## src/design/stpg_pkg.sv

```systemverilog
// Shared types and constants of the scope trace point generator.
// Used by every module in this folder; depends on nothing.
package stpg_pkg;

  // Width of a point coordinate on the result ports.
  localparam int unsigned PT_BITS = 16;
  // Width of the configuration write data (widest register).
  localparam int unsigned CFG_DATA_BITS = 32;
  // Records held between the front and back parts.
  localparam int unsigned QDEPTH = 4;

  // Configuration register indexes.
  typedef enum logic [2:0] {
    REG_X_SCALE,
    REG_X_OFFSET,
    REG_Y_GAIN,
    REG_VALUE_OFFSET,
    REG_Y_POSITION,
    REG_SCREEN_HEIGHT,
    REG_SAMPLE_TYPE,
    REG_CURSOR_COLUMN
  } stpg_reg_e;

  // Interpretation of the raw sample word.
  typedef enum logic [1:0] {
    STYPE_BIT,
    STYPE_REAL,
    STYPE_SIGNED,
    STYPE_UNSIGNED
  } stpg_stype_e;

  typedef struct packed {
    logic [23:0] x_scale;
    logic [31:0] x_offset;
    logic [31:0] y_gain;
    logic [31:0] value_offset;
    logic [15:0] y_position;
    logic [14:0] screen_height;
    stpg_stype_e sample_type;
    logic [16:0] cursor_column;
  } stpg_cfg_t;

  // Reset values of the registers.
  localparam logic [23:0] RST_X_SCALE       = 24'h010000;
  localparam logic [31:0] RST_X_OFFSET      = 32'h0000_0000;
  localparam logic [31:0] RST_Y_GAIN        = 32'hFFFF_0000;
  localparam logic [31:0] RST_VALUE_OFFSET  = 32'h0000_0000;
  localparam logic [15:0] RST_Y_POSITION    = 16'h0000;
  localparam logic [14:0] RST_SCREEN_HEIGHT = 15'd480;
  localparam logic [16:0] RST_CURSOR_COLUMN = 17'h08000;

  typedef struct packed {
    logic [PT_BITS-1:0] x;
    logic [PT_BITS-1:0] y;
  } stpg_pt_t;

  // All points caused by one sample, in emit order from slot 0.
  typedef struct packed {
    stpg_pt_t [2:0] pt;
    logic [1:0]     cnt;
    logic           hit;
  } stpg_rec_t;

endpackage

```

## src/design/stpg_queue.sv

```systemverilog
// Short record queue between the front and back parts.
// Depends on stpg_pkg for the record type and depth.
module stpg_queue import stpg_pkg::*; (
  input  logic      clk_i,
  input  logic      rst_ni,
  input  logic      push_i,
  input  stpg_rec_t rec_i,
  output logic      full_o,
  input  logic      pop_i,
  output stpg_rec_t rec_o,
  output logic      empty_o
);

  localparam int unsigned PW = $clog2(QDEPTH);
  localparam int unsigned CW = $clog2(QDEPTH + 1);

  stpg_rec_t       mem_q [QDEPTH];
  logic [PW-1:0]   wr_ptr_q, rd_ptr_q;
  logic [CW-1:0]   cnt_q;
  logic            do_push, do_pop;

  assign full_o  = (cnt_q == CW'(QDEPTH));
  assign empty_o = (cnt_q == '0);
  assign do_push = push_i && !full_o;
  assign do_pop  = pop_i && !empty_o;
  assign rec_o   = mem_q[rd_ptr_q];

  // pointers and fill count
  always_ff @(posedge clk_i or negedge rst_ni) begin
    if (!rst_ni) begin
      wr_ptr_q <= '0;
      rd_ptr_q <= '0;
      cnt_q    <= '0;
    end else begin
      if (do_push) begin
        wr_ptr_q <= wr_ptr_q + PW'(1);
      end
      if (do_pop) begin
        rd_ptr_q <= rd_ptr_q + PW'(1);
      end
      if (do_push && !do_pop) begin
        cnt_q <= cnt_q + CW'(1);
      end else if (do_pop && !do_push) begin
        cnt_q <= cnt_q - CW'(1);
      end
    end
  end

  // storage
  always_ff @(posedge clk_i) begin
    if (do_push) begin
      mem_q[wr_ptr_q] <= rec_i;
    end
  end

  // checks
  a_cnt_bound: assert property (@(posedge clk_i) disable iff (!rst_ni)
    cnt_q <= CW'(QDEPTH))
    else $error("queue count past depth");
  a_cnt_up: assert property (@(posedge clk_i) disable iff (!rst_ni)
    (do_push && !do_pop) |=> (cnt_q == $past(cnt_q) + CW'(1)))
    else $error("queue count missed a push");
  a_ptr_track: assert property (@(posedge clk_i) disable iff (!rst_ni)
    (cnt_q == '0 || cnt_q == CW'(QDEPTH)) |-> (wr_ptr_q == rd_ptr_q))
    else $error("queue pointers disagree with count");

endmodule

```

## config.mk

```make
export PLATFORM = sky130hd
export DESIGN_NAME = stpg_queue
export DESIGN_NICKNAME = d
export VERILOG_FILES = /design/src/design/stpg_pkg.sv /design/src/design/stpg_queue.sv
export SDC_FILE = /design/constraint.sdc
export NUM_CORES = 1
export LEC_CHECK = 0
export ABC_AREA = 1
export BUFFER_PORTS_ARGS = -buffer_cell sky130_fd_sc_hd__buf_4
export CAP_MARGIN = 5
export CELL_PAD_IN_SITES_DETAIL_PLACEMENT = 0
export CELL_PAD_IN_SITES_GLOBAL_PLACEMENT = 1
export CORE_ASPECT_RATIO = 1.1
export CORE_MARGIN = 4
export CORE_UTILIZATION = 51
export CTS_CLUSTER_SIZE = 8
export DETAILED_ROUTE_END_ITERATION = 12
export PLACE_DENSITY_LB_ADDON = 0.1
export SLEW_MARGIN = 0
export SYNTH_ARGS = -nofsm -noshare
export SYNTH_HDL_FRONTEND = slang
export SYNTH_SLANG_ARGS = --single-unit
```

## constraint.sdc

```tcl
create_clock -name clk_i -period 14.6 [get_ports clk_i]
set_input_delay 2.92 -clock clk_i [delete_from_list [all_inputs] [get_ports clk_i]]
set_output_delay 2.92 -clock clk_i [all_outputs]
set_load 0.02 [all_outputs]
```

### Word level (Yosys, flattened, before mapping)

Memory sizes are Yosys's and may differ from the RTL's.
Index checks and enable logic that the tools add are counted.

| storage, ports and cells | value |
|---|---|
| output and inout port bits | 101 |
| word-level logic and storage cells | 23 |
| register bits | 7 |
| memories kept | 1 |
| memory bits (writable) | 396 |
| bits of input ports | 103 |

| operators by class | value |
|---|---|
| add/subtract/negate cells | 4 |
| mux-type cells | 4 |
| reduce and logical (&&, ||, !) cells | 10 |
| eq/ne operators | 1 |

Memory list:

| name | words | bits a word | rd ports | clocked after memory_dff | write ports | RTL line | text |
|---|---|---|---|---|---|---|---|
| mem_q | 4 | 99 | 1 | 0 | 1 | stpg_queue.sv:17 | `stpg_rec_t mem_q [QDEPTH];` |

Operators with widths:

| kind | count |
|---|---|
| $mux W3 | 2 |
| $add A2 B1 Y2 const B | 2 |
| $logic_and A1 B1 Y1 | 4 |
| $logic_not A1 Y1 | 4 |
| $add A3 B1 Y3 const B | 1 |
| $eq A3 B3 Y1 const B | 1 |
| $logic_not A3 Y1 | 1 |
| $sub A3 B1 Y3 const B | 1 |
| $mux W1 | 2 |
| $reduce_bool A2 Y1 | 1 |

### Depth between registers and ports, before layout

| logic depth | value |
|---|---|
| depth in word-level cells | 7 |
| depth in mapped cells | 12 |
| gate-level depth less buffers | 12 |

### Worst setup path before layout

No wires, ideal clock.

| path | value |
|---|---|
| path kind | input -> register |
| start point | input port push_i |
| end point | memory mem_q[0][0] in the netlist's numbering (enable) |
| stages | 2 |
| path slack | 6857 ps |
| setup time | 558 ps |
| arrival time | 7185 ps |
| cells stage by stage | nand2_1 > nor2_1 |

| between the ends | value |
|---|---|
| longest elaborated chain between the ends | 3 |

Ends and longest elaborated chain:

| item | RTL line | text |
|---|---|---|
| start: declaration | stpg_queue.sv:6 | `input logic push_i,` |
| $logic_and A1 B1 Y1 | stpg_queue.sv:24 | `assign do_push = push_i && !full_o;` |
| $mux W1 | stpg_queue.sv:51 | `if (do_push) begin` |
| $mux W1 (not written as such) | stpg_queue.sv:52 | `mem_q[wr_ptr_q] <= rec_i;` |
| end: declaration | stpg_queue.sv:17 |  |

No other way between the ends.

==> Flow_metrics.wiki <==
{| class="wikitable"
! Metric !! Value
|-
| Count of buffering cells on the critical path with inverters included || 3
|-
| Routed wire length || 31,600 um
|-
| Synth cell count leaders || 396 x sky130_fd_sc_hd__edfxtp_1, 315 x sky130_fd_sc_hd__nand2_1, 213 x sky130_fd_sc_hd__inv_1
|-
| Final Slew Violations || 0
|-
| Netlist Area Pre-Place || 16,300 um^2
|-
| Crit Path Class || flop to output port
|-
| Global-route wire length before repair || 49,100 um
|-
| First-iteration detailed-routing DRC count || 511
|-
| Maximum count of clock buffers along a single path || 3
|-
| Share of total power in combinational logic || 0.359
|-
| Fmax || 0.158 GHz
|-
| Crit start category || flop
|-
| Effective utilization at floorplan || 0.519
|-
| Number of buffers created by CTS || 56
|-
| Setup TNS || 0 ns
|-
| Area growth from synthesis to layout || 19.8%
|-
| Slew Limit Headroom || 0.293
|-
| Setup repair bufs after CTS || 0
|-
| Fillers || 2,435
|-
| I/O Buffers || 203
|-
| Crit path cell chain || inv_8, buf_4, nand2_1, o211ai_1, nand2_1, buf_4
|-
| Fraction of layout instances using a drive strength above 1 || 0.223
|-
| Crit path required time || 11.68 ns
|-
| Count of standard-cell rows || 68
|-
| Number of top-level design ports || 204
|-
| Flip-flop and latch count after synthesis || 403
|-
| Final HPWL from detailed placement || 18,000 um
|-
| GRT Residual Overflow || 0
|-
| Avg Cell Area, Syn || 13.4 um^2
|-
| Peak VDD IR || 0.172 mV
|-
| Net count after synthesis || 1,325
|-
| Routed len/inst || 17.0 um
|-
| Dominant cell type by area after synthesis || sky130_fd_sc_hd__edfxtp_1
|-
| Class of the most critical hold timing path || flop to flop
|-
| Cell internal power dissipation || 2730 uW
|-
| Leakage component of the power || 0.00792 uW
|-
| Layout net count || 1,533
|-
| Dominant cells by area after synthesis || sky130_fd_sc_hd__edfxtp_1 73%, sky130_fd_sc_hd__o211ai_1 7.4%, sky130_fd_sc_hd__nand2_1 7.2%
|-
| Clock-pin transition on the worst setup and hold timing paths || 0.05 ns
|-
| Pre-antenna DRT Iters || 4
|-
| Avg Vias per Cell || 5.05
|-
| CTS tree || built
|-
| Number of sinks driven by the clock tree || 403
|-
| Post-placement cell area || 18,100 um^2
|-
| RSZ-0062 raised after global routing || no
|-
| Yosys warnings || 0
|-
| Die Span X || 179 um
|-
| Post-CTS Resized || 0
|-
| Slowest cell delay on critical path || 0.90 ns
|-
| Final std cell area, no fill || 19,600 um^2
|-
| Clock latency reported for the late side of the worst-skew pair || 0.57 ns
|-
| Peak fanout along the critical path || 192
|-
| Initial antenna violation count || 1
|-
| Post-synth EDFFs || 396
|-
| Worst path slowest cell || sky130_fd_sc_hd__buf_4
|-
| Core Box Area || 31,500 um^2
|-
| Tightest Pin Transition || 1.06 ns
|-
| Height of the die || 196 um
|-
| Sequential element share of the synthesized area || 0.739
|-
| Total Die Area || 35,000 um^2
|-
| Via count of the routed design || 9,380
|-
| H-tree depth || 2
|-
| Clock skew || 0.0152 ns
|-
| Yosys top cell area share || 0.728
|-
| # hold bufs at CTS || 0
|-
| Number of remaining DRC errors || 0
|-
| Minimum period implied by the final worst setup slack || 6.33 ns
|-
| Antenna violation net count after detailed routing || 0
|-
| Part of the power in the clock network || 0.263
|-
| Switching fraction of total power || 0.354
|-
| Capturing element type of the critical path || output port
|-
| Number of distinct library cell variants in the gate-level netlist after synthesis || 18
|-
| Arr. time, crit path || 3.41 ns
|-
| Psw || 1500 uW
|-
| CTS root buffer || sky130_fd_sc_hd__clkbuf_16
|-
| Final hold vios || 0
|-
| Maximum number of pins on one net before global-route repair || 193
|-
| Most frequent cell after synthesis || sky130_fd_sc_hd__edfxtp_1
|-
| Vias in the first global route || 9,074
|-
| GRT Total Usage || 0.180
|-
| Routability-driven placement congestion ratio || 0.716
|-
| Outcome || completed
|-
| Setup-failing EPs final || 0
|-
| Flop pwr share || 0.378
|-
| Proportion of synthesized flip-flops having asynchronous set or reset || 0.0174
|-
| Power per unit of standard cell area || 216 nW/um^2
|-
| Final period utilization || 0.433
|-
| Number of instances in the synthesized netlist || 1,216
|-
| Max_cap viols || 0
|-
| Crit-path leading delay family || buffers and inverters
|-
| Main synth FF type || sky130_fd_sc_hd__edfxtp_1
|}
flip-flops by register name, summed over array words and instances (netlist names):
register	cells
cnt_q	3
mem_q	396
wr_ptr_q	2
rd_ptr_q	2
area by class of cell:
cell class                      count  area [um^2]  area share
Antenna cell                        1         2.50    0.000128
Clock buffer                       68         1470      0.0750
Clock inverter                      3         25.0     0.00128
Inverter                          215          817      0.0418
Multi-Input combinational cell    533         3040       0.155
Sequential cell                   403        12100       0.617
Tap cell                          420          526      0.0269
Timing Repair Buffer              215         1610      0.0825
path summary, 6_finish.rpt:
path | start | end | slack (ns) | cells after the start
worst max-delay path | rd_ptr_q[0]$_DFFE_PN0P_ | rec_o[82] | 8.27 | 6
worst min-delay path | cnt_q[2]$_DFFE_PN0P_ | cnt_q[2]$_DFFE_PN0P_ | 0.50 | 2
worst max register to register | cnt_q[0]$_DFFE_PN0P_ | mem_q[1][64]$_DFFE_PP_ | 11.73 | 6
worst min register to register | cnt_q[2]$_DFFE_PN0P_ | cnt_q[2]$_DFFE_PN0P_ | 0.50 | 2
max in group asynchronous | rst_ni | rd_ptr_q[1]$_DFFE_PN0P_ | 12.28 | 1
min in group asynchronous | rst_ni | wr_ptr_q[0]$_DFFE_PN0P_ | 2.17 | 1
placed cells by master (no fill, tap or decap), drive strengths merged:
cell type  count
buf          215
clkbuf        68
clkinvlp       1
dfrtp          7
diode          1
edfxtp       396
fa             1
ha             5
inv          217
nand2        315
nand3          7
nand4          1
nor2           4
o211ai       198
o21ai          1
xnor2          1
power groups by stage:
stage	combinational, uW	clock, uW	sequential [uW]
after floorplan	1040	0	1620
after global placement	1540	0	1620
after detailed placement	1550	0	1620
after CTS	1560	1140	1600
after global routing	1680	1190	1620
final	1520	1110	1600
metrics by stage:
step	setup slack (ns)	power, uW	util	hold WS, ns	cells
2_1_floorplan	6.86	2660	-	0.463	1216
5_1_grt	8.01	4490	0.621	0.518	1857
4_1_cts	8.29	4300	0.621	0.493	1857
3_3_place_gp	8.95	3160	0.574	0.484	1786
6_report	8.27	4230	0.621	0.498	1858
3_5_place_dp	8.90	3180	0.574	0.481	1786
tightest hold or removal path: stages (launching register included):
cell,delay [ns]
sky130_fd_sc_hd__dfrtp_1,0.36
sky130_fd_sc_hd__nand2_1,0.06
sky130_fd_sc_hd__nand2_1,0.05
per-layer routing:
| metal | vias to the layer above | GRT usage | share of wire |
|---|---|---|---|
| li1 | 4637 | - | - |
| met1 | 4479 | 0.221 | 0.40 |
| met2 | 205 | 0.310 | 0.51 |
| met3 | 57 | 0.0497 | 0.068 |
| met4 | 2 | 0.0574 | 0.024 |
| met5 | - | 0 | 0.00041 |
cell families (layout without fill, tap and decap cells):
family | Yosys count | in the layout | synth area share
adders and majority gates | 6 | 6 | 0.00506
xor gates and xnor gates | 1 | 1 | 0.000536
buffers and inverters | 280 | 501 | 0.0767
and+or+nand+nor | 327 | 327 | 0.0758
AOI/OAI and AO/OA | 199 | 199 | 0.103
DFF | 403 | 403 | 0.739
other | 0 | 1 | 0
No activity file was read; power rests on OpenSTA's default activity.
