## src/design/stpg_pkg.sv

```systemverilog
// Shared types and constants of the scope trace point generator.
// Used by every module in this folder; depends on nothing.
package stpg_pkg;

  // Width of a point coordinate on the result ports.
  localparam int unsigned PT_BITS = 16;
  // Width of the configuration write data (widest register).
  localparam int unsigned CFG_DATA_BITS = 32;
  // Records held between the front and back parts.
  localparam int unsigned QDEPTH = 4;

  // Configuration register indexes.
  typedef enum logic [2:0] {
    REG_X_SCALE,
    REG_X_OFFSET,
    REG_Y_GAIN,
    REG_VALUE_OFFSET,
    REG_Y_POSITION,
    REG_SCREEN_HEIGHT,
    REG_SAMPLE_TYPE,
    REG_CURSOR_COLUMN
  } stpg_reg_e;

  // Interpretation of the raw sample word.
  typedef enum logic [1:0] {
    STYPE_BIT,
    STYPE_REAL,
    STYPE_SIGNED,
    STYPE_UNSIGNED
  } stpg_stype_e;

  typedef struct packed {
    logic [23:0] x_scale;
    logic [31:0] x_offset;
    logic [31:0] y_gain;
    logic [31:0] value_offset;
    logic [15:0] y_position;
    logic [14:0] screen_height;
    stpg_stype_e sample_type;
    logic [16:0] cursor_column;
  } stpg_cfg_t;

  // Reset values of the registers.
  localparam logic [23:0] RST_X_SCALE       = 24'h010000;
  localparam logic [31:0] RST_X_OFFSET      = 32'h0000_0000;
  localparam logic [31:0] RST_Y_GAIN        = 32'hFFFF_0000;
  localparam logic [31:0] RST_VALUE_OFFSET  = 32'h0000_0000;
  localparam logic [15:0] RST_Y_POSITION    = 16'h0000;
  localparam logic [14:0] RST_SCREEN_HEIGHT = 15'd480;
  localparam logic [16:0] RST_CURSOR_COLUMN = 17'h08000;

  typedef struct packed {
    logic [PT_BITS-1:0] x;
    logic [PT_BITS-1:0] y;
  } stpg_pt_t;

  // All points caused by one sample, in emit order from slot 0.
  typedef struct packed {
    stpg_pt_t [2:0] pt;
    logic [1:0]     cnt;
    logic           hit;
  } stpg_rec_t;

endpackage

```

## src/design/stpg_back.sv

```systemverilog
// Back part: walks the head record and hands out one vertex per request.
// Depends on stpg_pkg for the record type.
module stpg_back import stpg_pkg::*; (
  input  logic               clk_i,
  input  logic               rst_ni,
  input  stpg_rec_t          rec_i,
  input  logic               q_empty_i,
  output logic               q_pop_o,
  input  logic               pop,
  output logic               empty,
  output logic [PT_BITS-1:0] point_x_o,
  output logic [PT_BITS-1:0] point_y_o,
  output logic               at_cursor_o,
  output logic               last_of_run_o
);

  logic [1:0] k_q;
  logic       last;

  // current slot of the head record
  always_comb begin
    last          = (k_q == 2'(rec_i.cnt - 2'd1));
    empty         = q_empty_i;
    point_x_o     = rec_i.pt[k_q].x;
    point_y_o     = rec_i.pt[k_q].y;
    last_of_run_o = last;
    at_cursor_o   = last && rec_i.hit;
    q_pop_o       = pop && !q_empty_i && last;
  end

  always_ff @(posedge clk_i or negedge rst_ni) begin
    if (!rst_ni) begin
      k_q <= 2'd0;
    end else if (pop && !q_empty_i) begin
      k_q <= last ? 2'd0 : k_q + 2'd1;
    end
  end

  // checks
  a_rec_nonempty: assert property (@(posedge clk_i) disable iff (!rst_ni)
    !q_empty_i |-> (rec_i.cnt != 2'd0))
    else $error("empty record reached the back part");
  a_slot_held: assert property (@(posedge clk_i) disable iff (!rst_ni)
    (k_q != 2'd0) |-> !q_empty_i)
    else $error("slot index set with no record");
  a_slot_step: assert property (@(posedge clk_i) disable iff (!rst_ni)
    (pop && !q_empty_i && !last) |=> (k_q == $past(k_q) + 2'd1))
    else $error("slot index did not step");

endmodule

```

## config.mk

```make
export PLATFORM = sky130hd
export DESIGN_NAME = stpg_back
export DESIGN_NICKNAME = d
export VERILOG_FILES = /design/src/design/stpg_pkg.sv /design/src/design/stpg_back.sv
export SDC_FILE = /design/constraint.sdc
export NUM_CORES = 1
export LEC_CHECK = 0
export ABC_AREA = 1
export ABC_CLOCK_PERIOD_IN_PS = 1400
export BUFFER_PORTS_ARGS = -buffer_cell sky130_fd_sc_hd__buf_2
export CAP_MARGIN = 5
export CORE_MARGIN = 4
export CORE_UTILIZATION = 30
export CTS_CLUSTER_SIZE = 12
export DETAILED_ROUTE_END_ITERATION = 8
export GPL_TIMING_DRIVEN = 0
export PLACE_DENSITY_LB_ADDON = 0.25
export SYNTH_ARGS = -nofsm -noshare
export SYNTH_HDL_FRONTEND = slang
export SYNTH_SLANG_ARGS = --single-unit
```

## constraint.sdc

```tcl
create_clock -name clk_i -period 1.4 [get_ports clk_i]
set_clock_uncertainty 0.05 [all_clocks]
set_input_delay 0.07 -clock clk_i [delete_from_list [all_inputs] [get_ports clk_i]]
set_output_delay 0.07 -clock clk_i [all_outputs]
set_load 0.05 [all_outputs]
```

[Yosys cells after proc, flatten, opt, wreduce, memory -nomap -nowiden]
Cells that the tools add are included.
Storage, ports and cells
  register bits: 2
  output and inout bits: 36
Cells by class
  reduce and logical (&&, ||, !) cells: 4
  eq/ne operators: 1
  $add $sub $neg: 2
  mux-type cells: 3
  magnitude comparators: 1
Operators by type and width (number)
  binary-select mux 32 bit (select 2 bit): 1
  2-to-1 mux 32 bit: 1
  logical AND 1 bit: 3
  less-than comparator 2 x 3 -> 1 bit, second input constant: 1
  adder 2 x 1 -> 2 bit, second input constant: 1
  == test 2 bit: 1
  2-to-1 mux 2 bit: 1
  subtractor 2 x 1 -> 2 bit, second input constant: 1
  logical NOT 1 bit: 1

[Depth between registers and ports, before layout]
Gate-level depths: netlist (run 1).
  depth after elaboration: 3
  gate-level depth with buffers: 8
  mapped depth without buffers: 7

[Worst setup path after synthesis (run 1)]
Ideal clock, no wire load.
  path kind: register -> output
  start point: reg k_q[0]
  end point: out point_x_o[15]
  setup slack: -0.507 ns
  stages on the path, launching flop included: 6
  required time: 1.280 ns
  arrival time: 1.787 ns
  buffers on the path: 2
  cells stage by stage: dfrtp_1 > buf_6 > inv_4 > buf_12 > nor2_1 > o21ai_0
Between the ends
  longest elaborated chain between the ends: 2
RTL lines
  start: declaration: line stpg_back.sv:17  | logic [1:0] k_q;
  start signal: assignment: line stpg_back.sv:35  | k_q <= last ? 2'd0 : k_q + 2'd1;
  binary-select mux 32 bit (select 2 bit): line stpg_back.sv:24  | point_x_o = rec_i.pt[k_q].x;
  2-to-1 mux 32 bit
  end: declaration: line stpg_back.sv:11  | output logic [PT_BITS-1:0] point_x_o,
No other way between the ends. The select of a mux whose other input is x is not followed.

[Worst setup path after layout (run 1)]
  start point: reg k_q[0]
  end point: out point_x_o[11]
Same word-level chain as after synthesis.

==> results of run 1 <==
per-stage QoR:
step	TNS, ps	setup WS, ps
6_report	-3530	-187
3_3_place_gp	-600	-32.5
5_1_grt	-6520	-256
4_1_cts	-3700	-134
3_5_place_dp	-637	-43.0
2_1_floorplan	-125	-125
worst paths after layout:
kind / startpoint / cells past startpoint / endpoint
min: rst_ni / 2 / k_q[0]
min in group clk_i: pop / 6 / k_q[0]
max: k_q[0] / 5 / point_x_o[11]
min reg2reg: k_q[1] / 6 / k_q[1]
max reg2reg: k_q[0] / 10 / k_q[1]
max in group asynchronous: rst_ni / 2 / k_q[1]
cells in the mapped netlist:
master / n
dfrtp_1: 2
nand3_1: 35
buf_2: 8
nand2_1: 10
o21ai_0: 35
buf_6: 5
inv_2: 1
buf_4: 1
buf_8: 1
o21ai_1: 30
inv_4: 1
inv_1: 11
nand3_2: 1
clkbuf_2: 3
nor2_1: 34
buf_12: 1
nand2_2: 2
routing by layer:
layer	routed length (um)	share of wire [%]	GRT usage, %	up-vias
li1	-	-	-	922
met1	1930	35	23.3	840
met2	2950	54	42.3	113
met3	447	8.1	4.92	22
met4	189	3.4	9.43	0
met5	0	0	0	-
power breakdown:
part	total [mW]	leakage (nW)	switching, mW	internal [mW]
sequential	0.0958	0.0237	0.0107	0.0851
clock	0.127	0.0138	0.0327	0.0946
combinational	6.54	1.19	4.02	2.52
total	6.76	1.23	4.07	2.70
area by class of cell:
cell class                 instances  area, um^2
buffer                            19         191
clock buffer                       3        22.5
fill                             224         641
inverter                          13        58.8
multi-input combinational        147         916
sequential                         2        50.0
tap                               44        55.1
timing repair buffer             149        1090
cells by family after synthesis:
family	count (synthesis)	share of synthesized area [%]
compound gates	65	34.5
buf+inv	32	21.7
flops	2	5.31
simple gates	82	38.5
timing repair:
item / in CTS / in global routing
cloned: 0 / 5
buffers inserted: 4 / 1
pin swaps: 1 / 12
resized for setup: 86 / 48
setup endpoints to repair: 35 / 35
hold buffers: 1 / 0
hold endpoints to repair: 2 / 0
worst max-delay path: cells and delay by family (launching register included):
family / cells / cell delay [ps]
AO/OA/AOI/OAI: 2 / 400
flip-flops: 1 / 360
buffers and inverters: 3 / 490
cell usage in the layout, fill, tap and decap left out:
| master | instances |
|---|---|
| nand2_1 | 7 |
| nor2_2 | 3 |
| nand3_2 | 15 |
| buf_2 | 108 |
| buf_12 | 1 |
| o21ai_1 | 15 |
| o21ai_0 | 18 |
| nand2_2 | 2 |
| dfrtp_1 | 2 |
| nor2_1 | 30 |
| o21ai_2 | 32 |
| dlygate4sd3_1 | 1 |
| nor2_4 | 1 |
| buf_8 | 7 |
| buf_4 | 8 |
| nand2_4 | 3 |
| inv_2 | 2 |
| clkbuf_16 | 5 |
| clkbuf_4 | 4 |
| buf_6 | 37 |
| inv_6 | 2 |
| inv_1 | 9 |
| nand3_1 | 21 |
==> summary.txt, run 1 <==
Cells and area
  – Ant diodes: 0
  – Layout cell share with drive strength beyond 1: 69.1%
  – Top reg by flops: k_q
  – Area growth syn-to-layout: 153%
  – Top Registers: k_q (2)
  – Non-Filler Instances: 377
  – Final Core Density: 78.8%
  – Max reg flops: 2
  – Final nets: 438
  – Post-route cell area: 0.00239 mm^2

Pwr
  – Peak supply drop: 0.00150 V
  – Power density over the cells: 2830 mW/mm^2
  – Leakage power: 1.23 nW
  – Total power: 6.76 mW

Drt
  – Residual DRC: 0
  – Via density per instance: 5.03
  – Routed WL: 5510 um
  – Vias: 1897
  – Initial DRC count: 104
  – TritonRoute pass-1 iters: 4
  – ANT nets after route: 0
  – Routed WL per cell: 14.6 um

Clocking
  – Max H-tree Level: 1
  – Later-pin clock latency in the skew report: 220 ps
  – CTS Buf Count: 3
  – Clock tree buffer depth: 2
  – Sink Count: 2
  – CTS tree: yes
  – Root buf cell: clkbuf_4
  – Clock transition at path regs: 30 ps

Yosys
  – Synth top area cells: nand3_1 (19%), o21ai_0 (19%), o21ai_1 (16%), nor2_1 (14%), buf_6 (6.0%)
  – Yosys cell types: 17
  – Mean post-synth cell area: 5.21 um^2
  – Synth Net Count: 284
  – Syn. warnings: 0
  – Synth area leader: nand3_1
  – Sequential share of the synthesized area: 5.31%
  – Synth Register Bits: 2
  – Top-area cell type share of the netlist area: 18.6%
  – Netlist Area Pre-Place: 943 um^2
  – Mapped Cells: 181

STA
  – Setup WS post-layout: -187 ps
  – Min cycle time layout: 1590 ps
  – Hold Violations, Final: 0
  – Worst-margin pin slew: 277 ps
  – Max Slew Vio Count: 0
  – Part of the cycle the worst path needs: 113%
  – RSZ-0062 raised after global routing: true
  – Hold_ws: 111 ps
  – Slew margin rel.: 81.4%
  – F_max: 630 MHz
  – Setup violations, final: 37

Global route
  – Overflow after GRT: 0
  – Aggregate global-route resource usage: 22.4%
  – Largest net degree at the start of global routing: 11
  – Antenna violations before repair: 0
  – Vias in the first global route: 1785
  – First-pass GRT wire length: 7590 um

Die
  – Die W: 64.1 um
  – # rows: 20
  – Starting density of the core: 31.2%
  – Die H: 64.1 um
  – Die area: 0.00411 mm^2
  – Core ar.: 0.00303 mm^2
  – IO Pins: 139

Critical path
  – Critical path peak fanout: 10
  – Crit-path slowest cell: dfrtp_1
  – Startpoint types: flip-flop
  – Crit. End Element: output pin
  – Worst EP arrival: 1470 ps
  – Worst Setup Path Type: flip-flop to output pin
  – R2R setup slack: -20 ps
  – Critical path required time: 1280 ps
  – CP peak stage delay: 360 ps
  – Top cell by count, worst path: buf_6
  – Worst path cell trace: buf_6, buf_2, o21ai_1, o21ai_2, buf_6

Place
  – GPL Wtd Cong: 0.753
  – Port buffer count: 138
  – Placed cell areas: 0.00181 mm^2
  – Detail Placement HPWL: 3270 um
  – Cells after DPL: 363

Min path
  – Hold Path Class: primary input to asynchronous set/reset pin

Run status
  – Status: finished, violations left
  – Failing checks: setup timing

Run
  – Maxcap violations: 0
(Power assumes the default switching activity.)
==> inputs of run 2 (changes only) <==
Settings changed: CORE_ASPECT_RATIO set to 0.9.
==> summary.txt, run 2 (same netlist as run 1, synthesis figures left out) <==
Run status
  – Failing checks: setup timing
  – Status: finished, violations left

Die
  – Core ar.: 0.00304 mm^2
  – Die H: 61.2 um
  – Die W: 67.1 um
  – IO Pins: 139
  – Starting density of the core: 31.0%
  – # rows: 19
  – Die area: 0.00411 mm^2

Critical path
  – Worst path cell trace: buf_6, inv_8, buf_12, clkbuf_16, nor2_2, o21ai_2, buf_6
  – CP peak stage delay: 370 ps
  – Crit. End Element: output pin
  – Reg2Reg Launch Point: k_q[0]
  – Critical path startpoint: k_q[0]
  – Crit-path slowest cell: dfrtp_1
  – Worst EP arrival: 1400 ps
  – CP Buf/Inv Count: 5
  – Critical path peak fanout: 5
  – Startpoint types: flip-flop
  – Critical path required time: 1280 ps
  – Worst Setup Path Type: flip-flop to output pin
  – Delay-heaviest family, CP: buffers and inverters
  – Top cell by count, worst path: buf_6

Global route
  – Antenna violations before repair: 0
  – First-pass GRT wire length: 6980 um
  – Vias in the first global route: 1681
  – Largest net degree at the start of global routing: 11
  – Aggregate global-route resource usage: 21.2%
  – Overflow after GRT: 0

Pwr
  – Switching Power: 4.06 mW
  – Power density over the cells: 2820 mW/mm^2
  – Switching Share: 59.9%
  – Register share of total power: 1.4%
  – Cell-internal power: 2.71 mW
  – Peak supply drop: 0.00226 V
  – Leakage power: 1.23 nW
  – Comb pwr share: 96.7%
  – Clock Power Share: 1.8%

STA
  – Min cycle time layout: 1520 ps
  – Worst-margin pin slew: 283 ps
  – Hold Violations, Final: 0
  – F_max: 659 MHz
  – Setup violations, final: 35
  – Post-route setup TNS: -3280 ps
  – Part of the cycle the worst path needs: 108%
  – Hold_ws: 125 ps
  – RSZ-0062 raised after global routing: true
  – Slew margin rel.: 81.1%
  – Max Slew Vio Count: 0
  – Setup WS post-layout: -118 ps

Clocking
  – Max H-tree Level: 1
  – Sink Count: 2
  – CTS tree: yes
  – Later-pin clock latency in the skew report: 220 ps
  – CTS Buf Count: 3
  – Clock tree buffer depth: 2
  – Root buf cell: clkbuf_4
  – Clock transition at path regs: 30 ps

Cells and area
  – Final nets: 436
  – Max reg flops: 2
  – Commonest non-fill, non-tap cell in the layout: buf_2
  – Ant diodes: 0
  – Top Registers: k_q (2)
  – Top reg by flops: k_q
  – Most frequent cells in the layout: buf_2 (107), buf_6 (37), o21ai_2 (34)
  – Area growth syn-to-layout: 154%
  – Layout cell share with drive strength beyond 1: 69.2%

Drt
  – Residual DRC: 0
  – Vias: 1854
  – Initial DRC count: 53
  – ANT nets after route: 0
  – Routed WL: 5140 um
  – TritonRoute pass-1 iters: 4
  – Routed WL per cell: 13.8 um
  – Via density per instance: 4.97

Place
  – Pre-CTS setup slack: -76.4 ps
  – GPL Wtd Cong: 0.801
  – Port buffer count: 138
  – Detail Placement HPWL: 3610 um

Run
  – Maxcap violations: 0

Min path
  – Hold Path Class: primary input to asynchronous set/reset pin
run 2: changes by cell type in the layout (fill, tap and decap cells not counted), moves of 2 or more:
cell	previous run	this run
buf_4	8	5
o21ai_2	32	34
nand3_2	15	11
o21ai_0	18	11
o21ai_1	15	20
nand3_4	0	3
run 2: metrics by stage:
| step | utilization [%] | power, mW | instance area [um^2] | cells |
|---|---|---|---|---|
| after global placement | 59.3 | 4.94 | 1810 | 361 |
| after global routing | 78.9 | 7.14 | 2400 | 373 |
| after CTS | 70.4 | 6.16 | 2140 | 369 |
| after floorplan | - | 4.00 | 1060 | 181 |
| final | 78.9 | 6.77 | 2400 | 373 |
| after detailed placement | 59.3 | 4.97 | 1810 | 361 |
run 2: layout make-up:
type                            instances  area [um^2]
Clock buffer                            3         22.5
Tap cell                               42         52.6
Fill cell                             234          643
Inverter                               13         61.3
Sequential cell                         2         50.0
Multi-Input combinational cell        147          941
Timing Repair Buffer                  147         1080
Buffer                                 19          195
run 2: metal layers:
metal | GRT usage, % | share of wire, % | vias to the layer above
met5 | 0 | 0 | -
met4 | 5.20 | 1.8 | 0
met3 | 4.93 | 10 | 8
met2 | 41.2 | 53 | 94
met1 | 23.4 | 35 | 837
li1 | - | - | 915
run 2: final timing paths:
kind | endpoint | slack (ps) | depth (start not counted)
hold / removal | k_q[0] | 120 | 2
min in group clk_i | k_q[0] | 210 | 6
setup / recovery | point_x_o[0] | -120 | 7
max in group asynchronous | k_q[1] | 1080 | 2
hold reg to reg | k_q[1] | 700 | 6
setup reg to reg | k_q[0] | 100 | 9
run 2: what timing repair did:
action                                 in CTS  in global routing
setup endpoints to repair                  35                 37
setup buffers                               4                  0
resized for setup                          94                 52
pin swaps                                   3                  7
hold buffers                                1                  0
gates cloned                                0                  4
endpoints found under the hold margin       2                  0
run 2: power by group through the flow:
stage	Sequential [mW]	Clock [mW]	Combinational [mW]
2_1_floorplan	0.0960	0	3.90
3_3_place_gp	0.0961	0	4.85
3_5_place_dp	0.0976	0	4.87
4_1_cts	0.0970	0.128	5.94
5_1_grt	0.101	0.142	6.90
6_report	0.0970	0.123	6.55
run 2: worst reg2reg max path, delay by kind of cell, from the launching register on:
kind	cells	cell delay, ps
DFF	1	370
buffers and inverters	5	510
and+or+nand+nor	4	260
==> inputs of run 3 (changes only) <==
Settings changed: CORE_MARGIN 4 to 2, PLACE_DENSITY set to 0.81, PLACE_DENSITY_LB_ADDON 0.25 to unset.
==> summary.txt, run 3 (same netlist as run 1, synthesis figures left out) <==
Die
  – Die H: 57.2 um
  – IO Pins: 139
  – Core ar.: 0.00302 mm^2
  – Starting density of the core: 31.2%
  – # rows: 19
  – Die W: 63.1 um
  – Die area: 0.00361 mm^2

Pwr
  – Power density over the cells: 2840 mW/mm^2
  – Peak supply drop: 0.00175 V
  – Leakage power: 1.22 nW
  – Total power: 6.83 mW

STA
  – Part of the cycle the worst path needs: 111%
  – Slew margin rel.: 83.4%
  – Max Slew Vio Count: 0
  – Worst-margin pin slew: 249 ps
  – Hold Violations, Final: 0
  – Setup WS post-layout: -149 ps
  – Setup violations, final: 35
  – Min cycle time layout: 1550 ps
  – RSZ-0062 raised after global routing: true
  – F_max: 646 MHz

Cells and area
  – Most frequent cells in the layout: buf_2 (106), buf_6 (37), o21ai_2 (33)
  – Register area: 50.0 um^2
  – Ant diodes: 0
  – Top reg by flops: k_q
  – Area growth syn-to-layout: 155%
  – Top Registers: k_q (2)
  – Filler cells: 214
  – Layout cell share with drive strength beyond 1: 70.3%
  – Commonest non-fill, non-tap cell in the layout: buf_2
  – Post-route cell area: 0.00240 mm^2
  – Max reg flops: 2
  – Area of the multi-input gates: 965 um^2
  – Final nets: 435

Clocking
  – Clock transition at path regs: 30 ps
  – Later-pin clock latency in the skew report: 220 ps
  – CTS tree: yes
  – Clock tree buffer depth: 2
  – Sink Count: 2
  – Root buf cell: clkbuf_4
  – CTS Buf Count: 3
  – Max H-tree Level: 1

Place
  – Detail Placement HPWL: 3170 um
  – Pre-CTS setup slack: -63.2 ps
  – Placed cell areas: 0.00181 mm^2
  – GPL Wtd Cong: 0.709
  – Port buffer count: 138

Drt
  – Residual DRC: 0
  – Routed WL per cell: 14.6 um
  – Initial DRC count: 176
  – Via density per instance: 5.32
  – Vias: 1978
  – TritonRoute pass-1 iters: 4
  – Routed WL: 5440 um
  – ANT nets after route: 0

Critical path
  – Startpoint types: flip-flop
  – Worst EP arrival: 1430 ps
  – R2R setup slack: 120 ps
  – Critical path required time: 1280 ps
  – Critical path peak fanout: 7
  – Crit. End Element: output pin
  – Worst Setup Path Type: flip-flop to output pin

Global route
  – Overflow after GRT: 0
  – Vias in the first global route: 1748
  – Aggregate global-route resource usage: 23.4%
  – Largest net degree at the start of global routing: 11
  – Antenna violations before repair: 0
  – First-pass GRT wire length: 7140 um

Min path
  – Hold Path Class: primary input to asynchronous set/reset pin

Run
  – Maxcap violations: 0

Run status
  – Failing checks: setup timing
  – Status: finished, violations left
[run 3: area by class of cell]
type | count | share of cell area (%)
Buffer | 19 | 8.34
Clock buffer | 3 | 0.938
Timing Repair Buffer | 146 | 43.7
Multi-Input combinational cell | 147 | 40.2
Sequential cell | 2 | 2.08
Tap cell | 42 | 2.19
Inverter | 13 | 2.55
[run 3: power by group]
part | switching, mW | internal [mW] | leakage (nW)
registers | 0.0148 | 0.0854 | 0.0237
clock network | 0.0288 | 0.0943 | 0.0138
logic | 4.09 | 2.51 | 1.18
[run 3: timing repair]
item                       CTS  global route
buffers inserted             1             2
pin swaps                    0            13
resized for setup           90            65
hold endpoints to repair     2             0
setup endpoints to repair   35            35
cloned                       0             4
hold buffers                 1             0
[run 3: worst paths after layout]
check | from | to | depth (start not counted)
min reg2reg | k_q[1] | k_q[1] | 6
min in group clk_i | q_empty_i | k_q[0] | 5
min | rst_ni | k_q[1] | 2
max in group asynchronous | rst_ni | k_q[0] | 2
max reg2reg | k_q[0] | k_q[1] | 9
max | k_q[0] | point_x_o[6] | 7
[run 3: per-layer routing]
| layer | vias to the layer above | track usage (%) | wire [um] |
|---|---|---|---|
| li1 | 917 | - | - |
| met1 | 919 | 26.2 | 1870 |
| met2 | 132 | 47.4 | 2920 |
| met3 | 10 | 4.73 | 561 |
| met4 | 0 | 0.952 | 91 |
| met5 | - | 0 | 0 |
[run 3: critical path: stages (launching register included)]
cell,delay [ps]
dfrtp_1,380
buf_6,150
inv_8,60
buf_12,130
buf_8,120
nor2_2,40
o21ai_2,140
buf_6,180
[run 3: per-stage QoR]
stage               util, %  hold slack (ps)  TNS [ps]  cells
global route           79.5              121     -5850    372
global placement       59.8             -196      -325    361
CTS                    70.0              116     -3680    366
detailed placement     59.8             -194      -765    361
finish                 79.5              124     -4100    372
floorplan                 -             -276      -125    181
